## config.mk

```make
export PLATFORM = sky130hd
export DESIGN_NAME = q2e_queue
export DESIGN_NICKNAME = d
export VERILOG_FILES = /design/src/q2e_pkg.sv /design/src/q2e_queue.sv
export SDC_FILE = /design/constraint.sdc
export NUM_CORES = 1
export LEC_CHECK = 0
export ABC_AREA = 0
export BUFFER_PORTS_ARGS = -buffer_cell sky130_fd_sc_hd__buf_4
export CAP_MARGIN = 25
export CORE_MARGIN = 5
export CORE_UTILIZATION = 46
export DETAILED_ROUTE_END_ITERATION = 7
export GPL_TIMING_DRIVEN = 1
export PLACE_DENSITY_LB_ADDON = 0.3
export SLEW_MARGIN = 20
export SYNTH_ARGS = -nofsm -noshare
export SYNTH_HDL_FRONTEND = slang
export SYNTH_SLANG_ARGS = --single-unit
```

## constraint.sdc

```tcl
create_clock -name clk -period 2.9 [get_ports clk]
set_input_delay 0.58 -clock clk [delete_from_list [all_inputs] [get_ports clk]]
set_output_delay 0.58 -clock clk [all_outputs]
set_load 0.005 [all_outputs]
```

## src/q2e_pkg.sv

```systemverilog
// Shared types and constants for the quaternion to Euler angle core.
// Used by every module in src; depends on nothing.
`timescale 1ns / 1ps
package q2e_pkg;

	localparam int AngTabLen = 24;
	localparam int AngW = 32;
	localparam int CordW = 40;
	localparam int SqW = 34;

	typedef enum logic [1:0] {
		POLE_NONE  = 2'd0,
		POLE_NORTH = 2'd1,
		POLE_SOUTH = 2'd2
	} pole_t;

	typedef struct packed {
		logic signed [CordW-1:0] yaw_y;
		logic signed [CordW-1:0] yaw_x;
		logic signed [CordW-1:0] roll_y;
		logic signed [CordW-1:0] roll_x;
		logic signed [CordW-1:0] pitch_y;
		logic [SqW-1:0]          pitch_rad;
		logic                    norm_zero;
		pole_t                   pole;
	} cls_t;

	function automatic logic signed [AngW-1:0] ang_tab(input int i);
		logic signed [AngW-1:0] r;
		begin
			r = '0;
			case (i)
				0: r = 32'sd294912000;
				1: r = 32'sd174096719;
				2: r = 32'sd91987925;
				3: r = 32'sd46694507;
				4: r = 32'sd23437865;
				5: r = 32'sd11730358;
				6: r = 32'sd5866610;
				7: r = 32'sd2933484;
				8: r = 32'sd1466764;
				9: r = 32'sd733385;
				10: r = 32'sd366693;
				11: r = 32'sd183346;
				12: r = 32'sd91673;
				13: r = 32'sd45837;
				14: r = 32'sd22918;
				15: r = 32'sd11459;
				16: r = 32'sd5730;
				17: r = 32'sd2865;
				18: r = 32'sd1432;
				19: r = 32'sd716;
				20: r = 32'sd358;
				21: r = 32'sd179;
				22: r = 32'sd90;
				23: r = 32'sd45;
				default: r = '0;
			endcase
			return r;
		end
	endfunction

endpackage

```

## src/q2e_queue.sv

```systemverilog
// Short queue of classified items between the front and back ends.
// Depends on q2e_pkg; lets front and back stall on their own.
`timescale 1ns / 1ps
module q2e_queue import q2e_pkg::*; #(
	parameter int DEPTH = 4,
	parameter int W = 50
) (
	input  logic         clk,
	input  logic         arst_n,
	input  logic         wr_en,
	input  logic [W-1:0] wr_data,
	output logic         rd_valid,
	input  logic         rd_en,
	output logic [W-1:0] rd_data,
	output logic [$clog2(DEPTH+1)-1:0] count
);
	localparam int AW = $clog2(DEPTH);
	logic [W-1:0] mem_q [DEPTH];
	logic [AW-1:0] wp_q, rp_q;
	logic [$clog2(DEPTH+1)-1:0] cnt_q;
	always_ff @(posedge clk) begin
		if (wr_en) mem_q[wp_q] <= wr_data;
	end
	always_ff @(posedge clk or negedge arst_n) begin
		if (!arst_n) begin
			wp_q <= '0; rp_q <= '0; cnt_q <= '0;
		end else begin
			if (wr_en) wp_q <= (wp_q == AW'(DEPTH-1)) ? '0 : wp_q + 1'b1;
			if (rd_en) rp_q <= (rp_q == AW'(DEPTH-1)) ? '0 : rp_q + 1'b1;
			cnt_q <= cnt_q + (wr_en ? 1'b1 : 1'b0) - (rd_en ? 1'b1 : 1'b0);
		end
	end
	assign rd_valid = cnt_q != '0;
	assign rd_data = mem_q[rp_q];
	assign count = cnt_q;
endmodule

```

# == Word level (Yosys, flattened, before mapping) ==
# Memories as Yosys holds them, arrays and structs flattened.
# Cells that the tools add are included.
# word_totals
reg_bits,7
mem_bits_rw,200
word_cells,17
mem_count,1
# memory_table
memory,depth,word_bits,rd,rd_clocked_by_memory_dff,wr,line_no,rtl
mem_q,4,50,1,0,1,q2e_queue.sv:18,logic [W-1:0] mem_q [DEPTH];
# op_classes
addsub,4
eq_ne,2
n_mux,6
n_reduce_logical,1
# ops
op,count
2-bit by 1-bit adder with 2-bit output (second input constant),2
2-bit equality test (second input constant),2
1-bit 2-to-1 mux,4
2-bit 2-to-1 mux,2
3-bit by 1-bit adder with 3-bit output,1
3-bit nonzero test,1
3-bit by 1-bit subtractor with 3-bit output,1

# == Logic depth before layout (Yosys ltp) ==
# Gate-level depths: netlist (run 1).
# logic_depth
depth_word,3
ltp_mapped,8

# == Worst setup path after synthesis (run 1) ==
# No wires, ideal clock.
# synth_path
path_type,reg2reg
from,reg wp_q[0]
to,mem mem_q[2][0] (enable)
setup_ps,413
arrival_time_ps,1811
path_slack_ps,677
path_stages_with_launch,4
synth_period_minus_slack_ps,2223
cell_sequence,dfrtp_1 inv_1 ha_1 and2_1
# synth_lines
element,line_no,rtl
from (decl),q2e_queue.sv:19,"logic [AW-1:0] wp_q, rp_q;"
from (signal assigned),q2e_queue.sv:28,if (wr_en) wp_q <= (wp_q == AW'(DEPTH-1)) ? '0 : wp_q + 1'b1;
to (decl),q2e_queue.sv:18,
# No word-level cell before the write port.

# == Worst setup path in the final report (run 1) ==
# layout_path
from,reg rp_q[1]
to,out rd_data[16]
# layout_via
elab_chain_len,1
# layout_rtl
element,line_no,rtl
from (decl),q2e_queue.sv:19,
from (signal assigned),q2e_queue.sv:29,if (rd_en) rp_q <= (rp_q == AW'(DEPTH-1)) ? '0 : rp_q + 1'b1;
memory 4 x 50 bit,n/a,
to (decl),q2e_queue.sv:14,"output logic [W-1:0] rd_data,"
# No other way between the ends.

==> impl_metrics.toml, run 1 <==
[clocking]
cts_sinks = 207
ctsLongestPathBuffers = 3
cts_tree = "done"
cts_resized = 0
root_buffer = "clkbuf_16"
h-tree-depth = 1
clkLatencyLatePin_ns = 0.48
clk_pin_slew_ns = 0.06
cts_buffers = 21

[worst_setup_path]
cp_slowest_cell = "dfrtp_2"
worstPathCellList = "buf_12 > mux4_2 > buf_4"
arrival_ns = 2.06
crit_path_end_kind = "output pin"
path_class = "reg -> out"
slowest_delay_ns = 0.76
path_max_fanout = 29
cp_data_required_time_ns = 2.32
crit_path_start_kind = "register"

[floorplan]
rows = 47
die_h_um = 139.2
initial_core_util_pct = 46.66
die_area_um2 = 19390
die_w_um = 139.2
core_area_um2 = 16470
ios = 108

[run_status]
status = "complete, no violations"

[synthesis]
synth_flop_cell = "edfxtp_1"
yosys_register_bits = 207
syn_area_um2 = 7682
async_reset_ff_share_pct = 3.382
netlist_top_cells_area = "edfxtp_1, mux4_2, dfrtp_1, buf_12, ha_1"
ys_warn_count = 0
synth-edff-count = 200
yosysUniqueCellTypes = 19
yosysTopAreaCell = "edfxtp_1"
synthesis.nets = 359
ys_seq_area_share_pct = 80.46
synthTopCellsByCount = "edfxtp_1, mux4_2, dfrtp_1, ha_1, inv_1"
syn_inst = 297
yosysMostFrequentCell = "edfxtp_1"
synth_top_area_share_pct = 78.18
syn_area_per_cell_um2 = 25.87

[power_and_ir_drop]
swShare_pct = 24.70
power_frac_seq_pct = 42.8
switching_power_uw = 2342
p_int_uw = 7141
power_density_nw_per_um2 = 993.0
p_clk_share_pct = 29.1
leakage_uw = 0.003341
p_comb_share_pct = 28.0
max-vdd-ir-drop_mv = 0.5993

[timing]
fin_setup_tns_ns = 0
slew_headroom_pct = 59.49
min_period_ns = 2.638
timing.final.hold_violations = 0
fmax_ghz = 0.3791
setup_viol = 0
maxSlewViolCount = 0
finClkSkew_ns = 0.01458
tightest_slew_ns = 0.6077
rsz0062_at_grt = "false"
post-route-period-util_pct = 90.97

[detailed_routing]
avgViaCountPerCell = 5.224
vias = 3479
wl_um = 13470
dr.pass1.iters = 4
wl_per_cell_um = 20.23
route.detailed.drc = 0
drt_iter0_markers = 157
drtAntennaViolNets = 0

[layout]
nets = 495
drive_gt1_share_pct = 47.31
antenna_cells = 0
stdcell_count = 666
syn_to_final_growth_pct = 24.32

[global_route]
grt_pass1_vias = 3847
antenna_found_initial = 0
grt_overflow = 0
track_usage_pct = 14.22
grt_max_degree = 35
grt_pass1_wl_um = 21410

[min_path]
hold_class = "in -> reg"

[place]
hpwl_um = 8471
io_buffer_count = 107
dp.cells = 622
finalWeightedCongestion = 0.7067

[run]
maxCapViolCount = 0
[worst paths after layout]
path / from / end / slack, ns / cells past startpoint
setup / recovery: rp_q[1]$_DFFE_PN0P_ / rd_data[16] / 0.26 / 3
hold / removal: wr_data[25] / mem_q[3][25]$_DFFE_PP_ / 0.30 / 1
setup reg to reg: wp_q[0]$_DFFE_PN0P_ / mem_q[0][18]$_DFFE_PP_ / 1.05 / 4
hold reg to reg: count[2]$_DFF_PN0_ / count[2]$_DFF_PN0_ / 0.52 / 1
max in group asynchronous: arst_n / rp_q[0]$_DFFE_PN0P_ / 2.29 / 2
min in group asynchronous: arst_n / count[2]$_DFF_PN0_ / 0.46 / 2
[logic make-up (layout without fill, tap and decap cells)]
| group | count (synthesis) | after routing | share of synthesized area (%) |
|---|---|---|---|
| mux | 52 | 52 | 15.05 |
| fa+ha+maj | 8 | 8 | 1.401 |
| simple gates | 8 | 8 | 0.6188 |
| flops | 207 | 207 | 80.46 |
| buf+inv | 18 | 167 | 2.117 |
| xor+xnor | 2 | 2 | 0.2281 |
| compound gates | 2 | 2 | 0.1303 |
[layout by cell type, fill, tap and decap left out, types with 2 or more instances in the layout]
cell type and instances:
dfrtp_1 5, inv_1 6, mux2_2 2, o21ai_0 2
and2_2 4, mux4_2 48, edfxtp_1 200, mux4_1 2
xnor2_1 2, clkinv_1 3, clkbuf_16 21, buf_12 5
clkbuf_8 3, clkbuf_1 3, buf_4 119, bufinv_16 4
clkinv_2 2, ha_1 7
[cell type report]
class	count	area, um2
Clock buffer	27	578.1
Clock inverter	9	141.4
Fill cell	1212	6915
Inverter	6	22.52
Multi-Input combinational cell	72	1344
Sequential cell	207	6186
Tap cell	220	275.3
Timing Repair Buffer	125	1003
[power by group through the flow]
stage / Combinational, uW / Clock [uW] / Sequential [uW]
after detailed placement: 2620 / 0 / 4180
after global routing: 2910 / 2970 / 4120
after floorplan: 1630 / 0 / 4010
final: 2660 / 2760 / 4060
after CTS: 2640 / 2830 / 4120
after global placement: 2590 / 0 / 4140
[layer usage]
metal / GRT usage (%) / up-vias / routed length (um)
met3: 2.985 / 18 / 797
met5: 0 / - / 0
met1: 18.60 / 1818 / 5505
li1: - / 1531 / -
met2: 24.38 / 112 / 6938
met4: 4.016 / 0 / 230
[worst max-delay path: cells and delay by family, from the launching register on]
family | cells | cell delay [ns]
multiplexers | 1 | 0.36
flip-flops | 1 | 0.76
buffers and inverters | 2 | 0.44
[repair_timing]
action | CTS | global route
hold buffers | 1 | 0
endpoints found under the setup margin | 0 | 1
hold endpoints to repair | 7 | 0
setup buffers | 0 | 7
[metrics by stage]
step	util [%]	setup slack (ns)	hold slack [ns]	power [uW]	instance area, um2
floorplan	-	0.6768	0.2844	5639	7682
global placement	53.25	0.5966	0.3992	6733	8768
global route	58.00	0.1701	0.2766	9994	9550
CTS	57.68	0.08224	0.2782	9582	9498
finish	58.00	0.2620	0.2978	9483	9550
detailed placement	53.25	0.5933	0.3996	6806	8768
[sequential cells by signal (all words and copies together), names as in the netlist]
name / cells
count: 3
mem_q: 200
rp_q: 2
wp_q: 2
No activity file was read; power rests on OpenSTA's default activity.
==> inputs of run 2 (changes only) <==
--- a/config.mk
+++ b/config.mk
@@ -13,6 +13,7 @@
 export DETAILED_ROUTE_END_ITERATION = 7
 export GPL_TIMING_DRIVEN = 1
 export PLACE_DENSITY_LB_ADDON = 0.3
+export REMOVE_ABC_BUFFERS = 1
 export SLEW_MARGIN = 20
 export SYNTH_ARGS = -nofsm -noshare
 export SYNTH_HDL_FRONTEND = slang
==> impl_metrics.toml, run 2 (synthesis gave the netlist of run 1 again) <==
[run_status]
status = "complete, no violations"

[detailed_routing]
drt_iter0_markers = 208
wl_um = 13620
avgViaCountPerCell = 5.231
route.detailed.drc = 0
drtAntennaViolNets = 0
vias = 3447
wl_per_cell_um = 20.67
dr.pass1.iters = 4

[layout]
layout_commonest_cell = "edfxtp_1"
largest_reg_flops = 200
regMostFlops = "mem_q"
drive_gt1_share_pct = 46.24
syn_to_final_growth_pct = 23.76
postLayoutCoreUtil_pct = 57.74
n_fill_cell = 1227
nets = 488
layout_common_cells = "edfxtp_1, buf_4, mux4_2"
antenna_cells = 0

[min_path]
min_from = "wr_data[3]"
worstHoldEndpoint = "mem_q[2][3]$_DFFE_PP_"
hold_depth = 1
hold_class = "in -> reg"

[clocking]
ctsLongestPathBuffers = 3
h-tree-depth = 1
clk_pin_slew_ns = 0.06
cts_buffers = 22
clkLatencyLatePin_ns = 0.49
root_buffer = "clkbuf_16"
cts_tree = "done"
cts_sinks = 207
cts_resized = 0

[run]
maxCapViolCount = 0

[worst_setup_path]
crit_path_start_kind = "register"
timing.critical_path.from = "rp_q[0]$_DFFE_PN0P_"
path_class = "reg -> out"
path_max_fanout = 25
timing.reg2reg.setup_slack_ns = 1.05
crit_path_end_kind = "output pin"
cp_data_required_time_ns = 2.32
worst_r2r_path_depth = 4
r2r_end = "mem_q[0][41]$_DFFE_PP_"
arrival_ns = 2.09
rr_startpoint = "wp_q[0]$_DFFE_PN0P_"

[timing]
tightest_slew_ns = 0.6075
fmax_ghz = 0.3745
rsz0062_at_grt = "false"
post-route-period-util_pct = 92.07
slew_headroom_pct = 59.50
fin_setup_tns_ns = 0
finClkSkew_ns = 0.01310
setup_viol = 0
maxSlewViolCount = 0
min_period_ns = 2.670
timing.final.hold_violations = 0

[floorplan]
rows = 47
die_area_um2 = 19390
die_h_um = 139.2
initial_core_util_pct = 46.66
ios = 108
core_area_um2 = 16470
die_w_um = 139.2

[place]
io_buffer_count = 107
hpwl_um = 8443
finalWeightedCongestion = 0.7068

[power_and_ir_drop]
max-vdd-ir-drop_mv = 0.5541
power_density_nw_per_um2 = 991.2
swShare_pct = 25.25
p_comb_share_pct = 28.2
p_clk_share_pct = 29.0
switching_power_uw = 2380
leakage_uw = 0.003298
power_frac_seq_pct = 42.7
p_int_uw = 7044

[global_route]
grt_pass1_wl_um = 21180
grt_max_degree = 33
grt_pass1_vias = 3784
antenna_found_initial = 1
track_usage_pct = 13.97
grt_overflow = 0
-- run 2: cell count changes in the layout (fill, tap and decap cells not counted), sizes merged --
cell / change
buf: -8
bufinv: -1
clkbuf: -2
clkinv: +2
clkinvlp: +2
-- run 2: worst max-delay path by stage --
stage	slack, ns	end	cells after the start
after global routing	0.11	rd_data[1]	3
after detailed placement	0.53	rd_data[41]	3
after CTS	0.003	rd_data[41]	3
after floorplan	-0.46	rd_data[0]	1
after global placement	0.54	rd_data[20]	3
final	0.23	rd_data[1]	3
-- run 2: final cells by class --
cell class,count,area (um2),area share [%]
Inverter,6,22.52,0.2369
Multi-Input combinational cell,72,1344,14.13
Tap cell,220,275.3,2.895
Clock buffer,25,583.1,6.132
Timing Repair Buffer,117,963.4,10.13
Sequential cell,207,6186,65.06
Clock inverter,12,133.9,1.408
-- run 2: worst max-delay path: stages (launching register included) --
cell	delay, ns
dfrtp_4	0.61
buf_12	0.27
mux4_2	0.55
buf_4	0.16
-- run 2: timing repair --
item | 4_1_cts | 5_1_grt
setup endpoints to repair | 0 | 30
hold endpoints to repair | 7 | 0
hold buffers | 1 | 0
buffers inserted | 0 | 1
-- run 2: stage by stage --
| stage | hold slack (ns) | setup WS, ns | cell area (um2) | instances | power [uW] |
|---|---|---|---|---|---|
| after floorplan | 0.2844 | -0.4564 | 7542 | 285 | 5478 |
| after global placement | 0.3964 | 0.5379 | 8753 | 620 | 6732 |
| after detailed placement | 0.4002 | 0.5310 | 8753 | 620 | 6792 |
| after CTS | 0.2704 | 0.003062 | 9480 | 658 | 9543 |
| after global routing | 0.2651 | 0.1074 | 9508 | 659 | 9922 |
| final | 0.2876 | 0.2300 | 9508 | 659 | 9424 |
-- run 2: power by group through the flow --
stage                     Clock (uW)  Combinational, uW  Sequential [uW]
final                           2740               2660             4030
after global routing            2950               2900             4070
after CTS                       2800               2660             4080
after detailed placement           0               2660             4140
after global placement             0               2620             4110
after floorplan                    0               1230             4250
-- run 2: routing by layer --
layer	up-vias	GRT usage [%]	wire (um)
met4	2	3.605	190
met3	20	4.082	936
met2	107	23.41	6795
met1	1804	18.13	5691
li1	1514	-	-
met5	-	0	10
